$ cat src/design/ordered_list_insert_remove_core_macros.svh
// Assertion macros for the ordered list insert/remove core.
// No dependencies; included by the top level.
`ifndef ORDERED_LIST_INSERT_REMOVE_CORE_MACROS_SVH
`define ORDERED_LIST_INSERT_REMOVE_CORE_MACROS_SVH

// Same-cycle implication, checked out of reset.
`define OLIR_ASSERT_NOW(label, clk, rst_n, ante, cons, msg) \
    label: assert property (@(posedge clk) disable iff (!rst_n) (ante) |-> (cons)) \
        else $error(msg);

// Next-cycle implication, checked out of reset.
`define OLIR_ASSERT_NEXT(label, clk, rst_n, ante, cons, msg) \
    label: assert property (@(posedge clk) disable iff (!rst_n) (ante) |=> (cons)) \
        else $error(msg);

`endif

$ cat src/design/olir_pkg.sv
// Shared types for the ordered list insert/remove core.
// No dependencies; used by olir_cell and the top level.
`timescale 1ns / 1ps

package olir_pkg;

    localparam int POS_W  = 5;
    localparam int DATA_W = 32;
    localparam int LEN_W  = 5;

    typedef enum logic {
        KIND_INSERT = 1'b0,
        KIND_REMOVE = 1'b1
    } kind_e;

    // Operation broadcast to every cell of the row.
    typedef struct packed {
        logic              fire;
        kind_e             kind;
        logic [POS_W-1:0]  pos;
        logic [DATA_W-1:0] value;
    } cell_ctrl_t;

endpackage

$ cat src/design/olir_cell.sv
// One slot of the list row: holds, loads, or takes a neighbor's entry.
// Depends on olir_pkg.
`timescale 1ns / 1ps

module olir_cell #(
    parameter int INDEX = 0
) (
    input  logic                              clk,
    input  olir_pkg::cell_ctrl_t              ctrl,
    input  logic [olir_pkg::DATA_W-1:0]       left_data,
    input  logic [olir_pkg::DATA_W-1:0]       right_data,
    output logic [olir_pkg::DATA_W-1:0]       data,
    output logic [olir_pkg::DATA_W-1:0]       tap
);
    import olir_pkg::*;

    logic [DATA_W-1:0] data_reg;
    logic [DATA_W-1:0] data_next;
    logic              at_pos;
    logic              past_pos;

    assign at_pos   = (INDEX == int'(ctrl.pos));
    assign past_pos = (INDEX > int'(ctrl.pos));

    always_comb
    begin
        data_next = data_reg;
        if (ctrl.fire)
        begin
            unique case (ctrl.kind)
                KIND_INSERT:
                begin
                    if (at_pos)
                        data_next = ctrl.value;
                    else if (past_pos)
                        data_next = left_data;
                end
                KIND_REMOVE:
                begin
                    // entries at and after the hole move forward
                    if (at_pos || past_pos)
                        data_next = right_data;
                end
                default: data_next = data_reg;
            endcase
        end
    end

    always_ff @(posedge clk)
    begin
        data_reg <= data_next;
    end

    assign data = data_reg;
    assign tap  = at_pos ? data_reg : '0;

endmodule

$ cat src/design/ordered_list_insert_remove_core.sv
// Ordered positional list of up to DEPTH signed 32-bit entries, kept in a row
// of cells. One item (insert or remove at a position) is accepted per cycle; its
// result beat appears in the output register the cycle after acceptance. The
// rate is one item per cycle, set by the cell update and the one
// output register; input ready drops only while a result waits unaccepted.
// Slots hold no reset value: only entries below the current length are read.
// Depends on olir_pkg, olir_cell and the assertion macro header.
`timescale 1ns / 1ps

`include "ordered_list_insert_remove_core_macros.svh"

module ordered_list_insert_remove_core #(
    parameter int DEPTH = 16
) (
    input  logic                              clk,
    input  logic                              rst_n,
    // request channel
    input  logic                              in_valid,
    output logic                              in_ready,
    input  logic                              kind,
    input  logic [olir_pkg::POS_W-1:0]        position,
    input  logic signed [olir_pkg::DATA_W-1:0] value,
    // result channel
    output logic                              out_valid,
    input  logic                              out_ready,
    output logic                              ok,
    output logic signed [olir_pkg::DATA_W-1:0] removed_value,
    output logic [olir_pkg::LEN_W-1:0]        length
);
    import olir_pkg::*;

    // Count must hold DEPTH itself; comparisons run at the wider of the
    // count and position widths.
    localparam int CNT_W = $clog2(DEPTH + 1);
    localparam int CMP_W = (CNT_W > POS_W) ? CNT_W : POS_W;

    // Control state
    logic             out_valid_reg;
    logic             out_valid_next;
    logic [CNT_W-1:0] count_reg;
    logic [CNT_W-1:0] count_next;

    // Result payload
    logic              ok_reg;
    logic [DATA_W-1:0] removed_reg;
    logic [LEN_W-1:0]  length_reg;

    logic             in_fire;
    logic [CMP_W-1:0] pos_ext;
    logic [CMP_W-1:0] cnt_ext;
    logic [CMP_W-1:0] cnt_next_ext;
    logic             ins_ok;
    logic             rem_ok;
    logic             op_ok;
    kind_e            op_kind;
    cell_ctrl_t       ctrl;
    logic [DATA_W-1:0] sel_data;

    logic [DATA_W-1:0] cell_data [DEPTH];
    logic [DATA_W-1:0] cell_tap  [DEPTH];

    // Handshake: the output register parts the two sides
    assign in_ready = !out_valid_reg || out_ready;
    assign in_fire  = in_valid && in_ready;

    // Legality checks against the current count
    assign op_kind = kind_e'(kind);
    assign pos_ext = CMP_W'(position);
    assign cnt_ext = CMP_W'(count_reg);
    assign ins_ok  = (count_reg < CNT_W'(DEPTH)) && (pos_ext <= cnt_ext);
    assign rem_ok  = (count_reg != '0) && (pos_ext < cnt_ext);

    always_comb
    begin
        unique case (op_kind)
            KIND_INSERT: op_ok = ins_ok;
            KIND_REMOVE: op_ok = rem_ok;
            default:     op_ok = 1'b0;
        endcase
    end

    // Broadcast to the row; cells only move on a legal operation
    assign ctrl.fire  = in_fire && op_ok;
    assign ctrl.kind  = op_kind;
    assign ctrl.pos   = position;
    assign ctrl.value = value;

    // Row of cells: each takes its left neighbor on insert, its right on remove
    for (genvar i = 0; i < DEPTH; i++)
    begin : g_cell
        logic [DATA_W-1:0] left_in;
        logic [DATA_W-1:0] right_in;

        if (i == 0)
        begin : g_first
            assign left_in = '0;
        end
        else
        begin : g_left
            assign left_in = cell_data[i-1];
        end

        if (i == DEPTH - 1)
        begin : g_last
            assign right_in = '0;
        end
        else
        begin : g_right
            assign right_in = cell_data[i+1];
        end

        olir_cell #(
            .INDEX (i)
        ) u_cell (
            .clk        (clk),
            .ctrl       (ctrl),
            .left_data  (left_in),
            .right_data (right_in),
            .data       (cell_data[i]),
            .tap        (cell_tap[i])
        );
    end

    // Only the cell at the position drives its tap
    always_comb
    begin
        sel_data = '0;
        for (int i = 0; i < DEPTH; i++)
            sel_data = sel_data | cell_tap[i];
    end

    // Entry count
    always_comb
    begin
        count_next = count_reg;
        if (ctrl.fire)
        begin
            unique case (op_kind)
                KIND_INSERT: count_next = count_reg + CNT_W'(1);
                KIND_REMOVE: count_next = count_reg - CNT_W'(1);
                default:     count_next = count_reg;
            endcase
        end
    end

    assign cnt_next_ext = CMP_W'(count_next);

    always_comb
    begin
        out_valid_next = out_valid_reg;
        if (in_fire)
            out_valid_next = 1'b1;
        else if (out_ready)
            out_valid_next = 1'b0;
    end

    always_ff @(posedge clk or negedge rst_n)
    begin
        if (!rst_n)
        begin
            out_valid_reg <= 1'b0;
            count_reg     <= '0;
        end
        else
        begin
            out_valid_reg <= out_valid_next;
            count_reg     <= count_next;
        end
    end

    // Result beat payload
    always_ff @(posedge clk)
    begin
        if (in_fire)
        begin
            ok_reg      <= op_ok;
            removed_reg <= (op_ok && (op_kind == KIND_REMOVE)) ? sel_data : '0;
            length_reg  <= cnt_next_ext[LEN_W-1:0];
        end
    end

    assign out_valid     = out_valid_reg;
    assign ok            = ok_reg;
    assign removed_value = removed_reg;
    assign length        = length_reg;

    // Checks
    `OLIR_ASSERT_NOW(a_count_bound, clk, rst_n, 1'b1, count_reg <= CNT_W'(DEPTH),
        "entry count exceeds depth")
    `OLIR_ASSERT_NEXT(a_reject_holds, clk, rst_n, in_fire && !op_ok,
        count_reg == $past(count_reg), "rejected operation changed the count")
    `OLIR_ASSERT_NEXT(a_insert_grows, clk, rst_n, in_fire && ins_ok && (op_kind == KIND_INSERT),
        count_reg == $past(count_reg) + CNT_W'(1), "accepted insert did not grow the list")
    `OLIR_ASSERT_NOW(a_fail_zero, clk, rst_n, out_valid_reg && !ok_reg, removed_reg == '0,
        "failed operation returned a nonzero value")

endmodule
$ cat config.mk
export PLATFORM = sky130hd
export DESIGN_NAME = ordered_list_insert_remove_core
export DESIGN_NICKNAME = d
export VERILOG_FILES = /design/src/design/olir_pkg.sv /design/src/design/olir_cell.sv /design/src/design/ordered_list_insert_remove_core.sv
export VERILOG_INCLUDE_DIRS = /design/src /design/src/design
export SDC_FILE = /design/constraint.sdc
export NUM_CORES = 1
export LEC_CHECK = 0
export BUFFER_PORTS_ARGS = -buffer_cell sky130_fd_sc_hd__buf_2
export CELL_PAD_IN_SITES_DETAIL_PLACEMENT = 1
export CELL_PAD_IN_SITES_GLOBAL_PLACEMENT = 2
export CORE_MARGIN = 10
export CORE_UTILIZATION = 45
export DETAILED_ROUTE_END_ITERATION = 7
export PLACE_DENSITY = 0.86
export SLEW_MARGIN = 20
export SYNTH_ARGS = -nofsm -noshare
export SYNTH_HDL_FRONTEND = slang
export SYNTH_HIERARCHICAL = 1
export SYNTH_SLANG_ARGS = --single-unit
$ cat constraint.sdc
create_clock -name clk -period 9.7 [get_ports clk]
set_clock_uncertainty 0.05 [all_clocks]
set_input_delay 0.97 -clock clk [delete_from_list [all_inputs] [get_ports clk]]
set_output_delay 0.97 -clock clk [all_outputs]
set_load 0.05 [all_outputs]
; Yosys cells after proc, flatten, opt, wreduce, memory -nomap -nowiden
; Index checks and enable logic that the tools add are counted.
[totals]
ff_bits = 556
input_bits = 42
output_inout_bits = 40
[op_classes]
addsub = 2
magnitude_cmp = 18
n_eq_ne = 47
n_mux = 84
bitwise_logic = 16
n_reduce_logical = 41
[op_table]
columns = operator, count
row1 = 32-bit 2-to-1 mux, 63
row2 = 32-bit one-hot mux with 2 select lines, 16
row3 = 32-bit bitwise OR, 15
row4 = 3-bit AND reduction, 16
row5 = "3-bit by 1-bit inequality test with 1-bit output, second input constant", 15
row6 = "5-bit equality test, first input constant", 8
row7 = "4-bit by 5-bit > comparator with 1-bit output, first input constant", 8
row8 = "2-bit by 1-bit inequality test with 1-bit output, second input constant", 17
row9 = "4-bit by 5-bit equality test with 1-bit output, first input constant", 4
row10 = "3-bit by 5-bit > comparator with 1-bit output, first input constant", 4
row11 = 1-bit logical OR, 16
row12 = "3-bit by 5-bit equality test with 1-bit output, first input constant", 2
row13 = "2-bit by 5-bit > comparator with 1-bit output, first input constant", 2
row14 = 5-bit one-hot mux with 2 select lines, 1
row15 = "5-bit by 1-bit adder with 5-bit output, second input constant", 1
row16 = "2-bit by 5-bit equality test with 1-bit output, first input constant", 1
row17 = "1-bit by 5-bit > comparator with 1-bit output, first input constant", 1
row18 = 5-bit <= comparator, 1
row19 = 1-bit logical AND, 5
row20 = 5-bit zero test, 1
row21 = 5-bit < comparator, 1
row22 = "5-bit < comparator, second input constant", 1
row23 = 5-bit 2-to-1 mux, 1
row24 = 5-bit nonzero test, 1
row25 = 6 further kinds, 7

; Logic depth before layout (Yosys ltp)
; Gate-level depths: netlist of the first run.
[logic_depth]
word_depth = 17
mapped_depth = 9
ltp_nobuf = 9

; By module
; The synthesis of the first run kept the hierarchy.
[by_module_without_submodules]
columns = mod, instances, cells_per_inst, area_each_um2, seq_area_each_um2
row1 = ordered_list_insert_remove_core, 1, 290, 2884.0, 1291.2
row2 = olir_cell at g_cell[7].u_cell, 1, 223, 2182.1, 960.9
row3 = olir_cell at g_cell[3].u_cell, 1, 223, 2170.8, 960.9
row4 = olir_cell at g_cell[14].u_cell, 1, 224, 2109.5, 960.9
row5 = olir_cell at g_cell[9].u_cell, 1, 224, 2105.8, 960.9
row6 = olir_cell at g_cell[8].u_cell, 1, 224, 2100.8, 960.9
row7 = olir_cell at g_cell[2].u_cell, 1, 225, 2099.5, 960.9
row8 = olir_cell at g_cell[4].u_cell, 1, 224, 2095.8, 960.9
row9 = olir_cell at g_cell[5].u_cell, 1, 224, 2093.3, 960.9
row10 = olir_cell at g_cell[11].u_cell, 1, 223, 2072.0, 960.9
row11 = olir_cell at g_cell[15].u_cell, 1, 224, 2069.5, 960.9
row12 = olir_cell at g_cell[1].u_cell, 1, 223, 2065.7, 960.9
row13 = olir_cell at g_cell[12].u_cell, 1, 223, 2064.5, 960.9
row14 = olir_cell at g_cell[10].u_cell, 1, 224, 2062.0, 960.9
row15 = 3 more rows, --, --, --, --

; Worst setup path after synthesis of the first run
; Ideal clock, no wire load.
[synth_timing]
path_type = input port to flip-flop
start = input port out_ready
end = register g_cell[3].u_cell.data_reg[0], enable pin
setup_time_ns = 0.514
arrival_time_ns = 6.555
t_required_ns = 9.136
slack_ns = 2.581
cell_stages = 5
path_buffers = 0
path_cell_list = nand2b_1 > and2_1 > nand3_2 > inv_1 > nor4b_1
[synth_lines]
columns = element, line_no
row1 = "start, declared", ordered_list_insert_remove_core.sv:25  ; input logic out_ready,
row2 = "end signal, assigned", olir_cell.sv:51  ; data_reg <= data_next;
row3 = "end, declared", olir_cell.sv:17  ; logic [DATA_W-1:0] data_reg;

==> metrics.txt, run 1 <==
Via Count=34400; final hold violations=0; max-slew violation count=0; CP arrival=4.90 ns; maxcap violations=0; ys flop type=edfxtp_1; vias per cell=7.33; final antenna-violating net count=0; Clock Latency Late Sink=0.64 ns; Rows=103; relative slew slack=11.3%; Yosys Warn Count=6; DR iter-0 viols=4768; largest net degree at the start of global routing=277; Layout area overhead=6.69%; sequential fraction of the synthesis area=46.2%; Num CTS Buffers=70; r2r startpoint=cnt_ext[1]; clk slew on worst S/H paths=0.06 ns; vias in the first global route=35100; average wire per standard cell=33.8 um; RSZ-0062 raised after global routing=false; Worst Path Required=9.91 ns; filler cell count=8901; main combinational cell family by area after synthesis=simple AND/OR/NAND/NOR gates; Worst R2R Path Depth=9; total grt overflow=0; maximum VDD drop=0.121 mV; Die Y-Extent=303 um; GP Congestion=0.871; postcts setup bufs=0; Max clock buf depth=3; hpwl dp=88600 um; Pwr Density=170 nW/um^2; Mapped Area=36100 um^2; die width=303 um; Cell variety after synth=72; Util after Layout=48.6%; Post-Synth Simple-Gate Area=23.0%; total track usage=33.2%; multiplexer area fraction after synthesis=1.08%; number of I/O pins=82; CTS tree=done; Syn Inst Count=3741; Core ar.=79300 um^2; Root Buffer=clkbuf_16; final setup violation count=0; flops & latches, synth=556; post-place setup slack=4.58 ns; worst-margin pin slew=1.33 ns; crit path capture type=flop; Inst Count DP=4578; worst r2r dst=g_cell[6].u_cell/data[13]; Largest register FFs=512; global-route wire length before repair=231000 um; ys async rst share=1.08%; post-CTS resize count=0; share of cells above drive strength 1=11.4%; worst setup margin=5.01 ns; outcome=completed; CTS Hold Buffers Added=0; crit share post-route=48.4%; Synth Area in Compound Gates=22.2%; clk sink count=556; Remaining DRCs=0; critical setup path kind=in2reg; DRT Pass-1 Iters=5; final-stage net count=3652; Crit Path Max Fanout=41; H-tree depth reported by CTS=3; CP endpoint=g_cell[6].u_cell/data[13]; final std cells w/o fill=4699; die area=91900 um^2; post-route minimum period=4.69 ns; Setup crit start kind=primary input; setup_tns=0 ns; fmax=213 MHz; Synth Area in Adders=0.333%; Hold WC Path Type=in2async; xor/xnor share of the synthesized area=0.121%; Post-Route WL=159000 um; initial antenna violation count=13; Initial Util=45.5%; Post-synth EDFFs=550; Buffers on Ports=81; critical path startpoint=position[3]; R2R Setup Slk=5.49 ns; Pleak=14.0 nW; Tot Pwr=6.55 mW; syn_area_per_cell=9.65 um^2
Yosys cell counts, types with 30 or more instances:
cell | count | area [um^2]
nor2b_1 | 435 | 2720
and3_1 | 483 | 3020
and2_1 | 37 | 231
a31oi_1 | 481 | 3010
nor3b_2 | 30 | 375
clkbuf_2 | 49 | 245
o21ai_0 | 351 | 1760
a21oi_1 | 471 | 2360
nor4_1 | 128 | 801
nand4_1 | 34 | 213
edfxtp_1 | 550 | 16500
and2b_2 | 36 | 315
buf_2 | 64 | 320
clkbuf_1 | 171 | 642
o21ai_1 | 129 | 646
buf_6 | 70 | 788
critical path, cell delays in order:
cell and delay (ns):
buf_2 0.08, buf_4 0.58, ha_1 0.29, nand4_1 0.15, o31ai_1 0.50, nand3_2 0.24, inv_1 0.55, nand2_1 0.18
a31oi_4 0.67, buf_4 0.62
through the flow:
step / hold slack, ns / instance area, um^2
2_1_floorplan: 0.424 / 36200
3_3_place_gp: 0.443 / 36400
3_5_place_dp: 0.471 / 36400
4_1_cts: 0.103 / 38500
5_1_grt: 0.106 / 38500
6_report: 0.112 / 38500
placed cells by master, fill, tap and decap left out, drive strengths merged, types with 36 or more instances in the layout:
master  instances
nor2b         435
nor3b          38
and2           37
a31oi         481
and3          484
buf           166
o21ai         483
and2b          36
nor4          130
a21oi         471
clkbuf         88
edfxtp        550
how the worst min path moves through the flow:
stage	cells after the start	slack [ns]	end
4_1_cts	1	0.10	cnt_ext[1]
2_1_floorplan	1	0.42	cnt_ext[4]
3_3_place_gp	2	0.44	out_valid
6_report	1	0.11	out_valid
5_1_grt	1	0.11	cnt_ext[2]
3_5_place_dp	1	0.47	cnt_ext[4]
report_power, final:
| part | internal (mW) | switching (mW) | total [mW] |
|---|---|---|---|
| Sequential | 2.80 | 0.0854 | 2.89 |
| Clock | 1.47 | 1.10 | 2.56 |
| Combinational | 0.291 | 0.810 | 1.10 |
| Total | 4.56 | 1.99 | 6.55 |
cells by family (layout without fill, tap and decap cells):
| kind of cell | Yosys count | in the layout |
|---|---|---|
| AOI/OAI and AO/OA | 1459 | 1459 |
| and+or+nand+nor | 1251 | 1251 |
| DFF | 556 | 556 |
| buffers and inverters | 425 | 301 |
| muxes | 35 | 35 |
| adders and majority gates | 9 | 9 |
| xor gates and xnor gates | 5 | 5 |
| other | 1 | 33 |
metal layers:
| metal | track usage [%] | wire (um) | vias to the layer above |
|---|---|---|---|
| li1 | - | - | 14000 |
| met2 | 51.6 | 70500 | 2412 |
| met3 | 8.38 | 18300 | 602 |
| met5 | 0 | 34 | - |
| met1 | 42.4 | 60100 | 17400 |
| met4 | 17.5 | 9620 | 6 |
cell type report:
class	count	area (um^2)	share of cell area, %
multi-input combinational	2791	17200	44.7
sequential	556	16700	43.3
clock buffer	87	1880	4.88
tap	1050	1310	3.41
timing repair buffer	167	1120	2.90
clock inverter	32	241	0.627
inverter	15	56.3	0.146
antenna	1	2.50	0.00650
Note: power is estimated with default switching activity, not from simulation.
==> run 2: changes to the inputs <==
--- a/config.mk
+++ b/config.mk
@@ -10,9 +10,9 @@
 export CELL_PAD_IN_SITES_DETAIL_PLACEMENT = 1
 export CELL_PAD_IN_SITES_GLOBAL_PLACEMENT = 2
 export CORE_MARGIN = 10
-export CORE_UTILIZATION = 45
+export CORE_UTILIZATION = 42
 export DETAILED_ROUTE_END_ITERATION = 7
-export PLACE_DENSITY = 0.86
+export PLACE_DENSITY = 0.81
 export SLEW_MARGIN = 20
 export SYNTH_ARGS = -nofsm -noshare
 export SYNTH_HDL_FRONTEND = slang
==> constraint.sdc (replaced) <==
create_clock -name clk -period 4.4 [get_ports clk]
set_clock_uncertainty 0.05 [all_clocks]
set_input_delay 0.44 -clock clk [delete_from_list [all_inputs] [get_ports clk]]
set_output_delay 0.44 -clock clk [all_outputs]
set_load 0.05 [all_outputs]
==> metrics.txt, run 2 (synthesis gave the netlist of run 1 again) <==
outcome=completed; Hold WS=0.0765 ns; final antenna-violating net count=0; average wire per standard cell=32.6 um; fmax=286 MHz; max incr delay on CP=0.51 ns; vias per cell=7.01; GP Congestion=0.893; critical setup path kind=reg2reg; Worst Path Required=4.66 ns; CP max stage cell=inv_1; Layout area overhead=9.40%; Hold WC Path Type=in2reg; relative slew slack=19.2%; Pleak=14.5 nW; maxcap violations=0; DR iter-0 viols=4228; Final Cell Area=39500 um^2; global-route wire length before repair=233000 um; worst hold path depth=3; Post-Route WL=158000 um; post-route minimum period=3.49 ns; largest net degree at the start of global routing=235; worst-margin pin slew=1.21 ns; Largest register FFs=512; Worst R2R Path Depth=10; crit path capture type=flop; vias in the first global route=34300; max-slew violation count=0; die width=313 um; clk sink count=556; DRT Pass-1 Iters=5; initial antenna violation count=4; CP arrival=3.75 ns; crit share post-route=79.3%; commonest non-fill, non-tap cells in the layout=edfxtp_1, a31oi_1, and3_1, a21oi_1, nor2b_1; Root Buffer=clkbuf_16; share of cells above drive strength 1=13.0%; Via Count=34100; final setup violation count=0; Remaining DRCs=0; Max clock buf depth=3; hpwl dp=97300 um; total track usage=30.8%; Core ar.=85300 um^2; Num CTS Buffers=69; commonest non-fill, non-tap cell in the layout=edfxtp_1; Crit Path Max Fanout=13; Setup crit start kind=flop; Initial Util=42.3%; final-stage net count=3709; Util after Layout=46.3%; library cell appearing most often on the critical path=inv_1; number of I/O pins=82; H-tree depth reported by CTS=3; clk slew on worst S/H paths=0.06 ns; RSZ-0062 raised after global routing=false; maximum VDD drop=0.255 mV; final hold violations=0; CTS tree=done; total grt overflow=0; die area=98100 um^2; Pwr Density=369 nW/um^2; Rows=107; Die Y-Extent=313 um; postcts setup bufs=0; worst-path cell chain=inv_1, ha_1, a21oi_1, o22ai_2, o22ai_1, nand3_2, inv_1, nand2_1, a31oi_4, buf_4; Buffers on Ports=81; cell area after placement=37200 um^2; Clock Latency Late Sink=0.62 ns
[run 2: worst paths after layout]
kind | startpoint | endpoint | slack (ns)
min in group asynchronous | rst_n | out_valid | 0.15
setup / recovery | cnt_ext[2] | g_cell[6].u_cell/data[11] | 0.91
max in group asynchronous | rst_n | cnt_ext[3] | 3.95
hold / removal | out_ready | out_valid | 0.08
setup reg to reg | cnt_ext[2] | g_cell[6].u_cell/data[11] | 0.91
hold reg to reg | out_valid | out_valid | 0.51
[run 2: area by class of cell]
type	instances	area, um^2
clock buffers	91	1930
clock inverters	32	248
well taps	1144	1430
diodes	3	7.51
fillers	9533	45800
flip-flops and latches	556	16700
multi-input cells	2791	17200
inverters	15	56.3
repair buffers	225	1910
[run 2: metrics by stage]
step | TNS [ns] | std cells | setup WS [ns] | total power, mW
6_report | 0 | 4857 | 0.909 | 14.6
5_1_grt | 0 | 4854 | 0.726 | 15.0
4_1_cts | 0 | 4852 | 0.984 | 14.6
3_5_place_dp | 0 | 4727 | 0.561 | 8.87
3_3_place_gp | 0 | 4726 | 0.605 | 8.77
2_1_floorplan | -18.94 | 3772 | -0.197 | 7.88
[run 2: metal layers]
layer,global-route usage [%],vias to the layer above,routed length (um)
met4,14.2,4,7450
met2,47.8,2125,71200
met5,0,-,25
met3,5.90,437,15900
li1,-,14200,-
met1,41.3,17300,63700
[run 2: worst max-delay path: cells and delay by family, from the launching register on]
kind,cells,cell delay [ns]
AOI/OAI and AO/OA,4,1.12
adders and majority gates,1,0.32
buffers and inverters,3,0.88
DFF,1,0.38
and+or+nand+nor,2,0.41
[run 2: power by group]
group	switching, mW	internal (mW)	total [mW]
sequential	0.201	6.18	6.38
clock	2.42	3.32	5.73
combinational	1.77	0.705	2.47
[run 2: repair_timing]
| action | 4_1_cts | 5_1_grt |
|---|---|---|
| hold endpoints to repair | 7 | 0 |
| resized for setup | 0 | 0 |
| hold buffers | 2 | 0 |
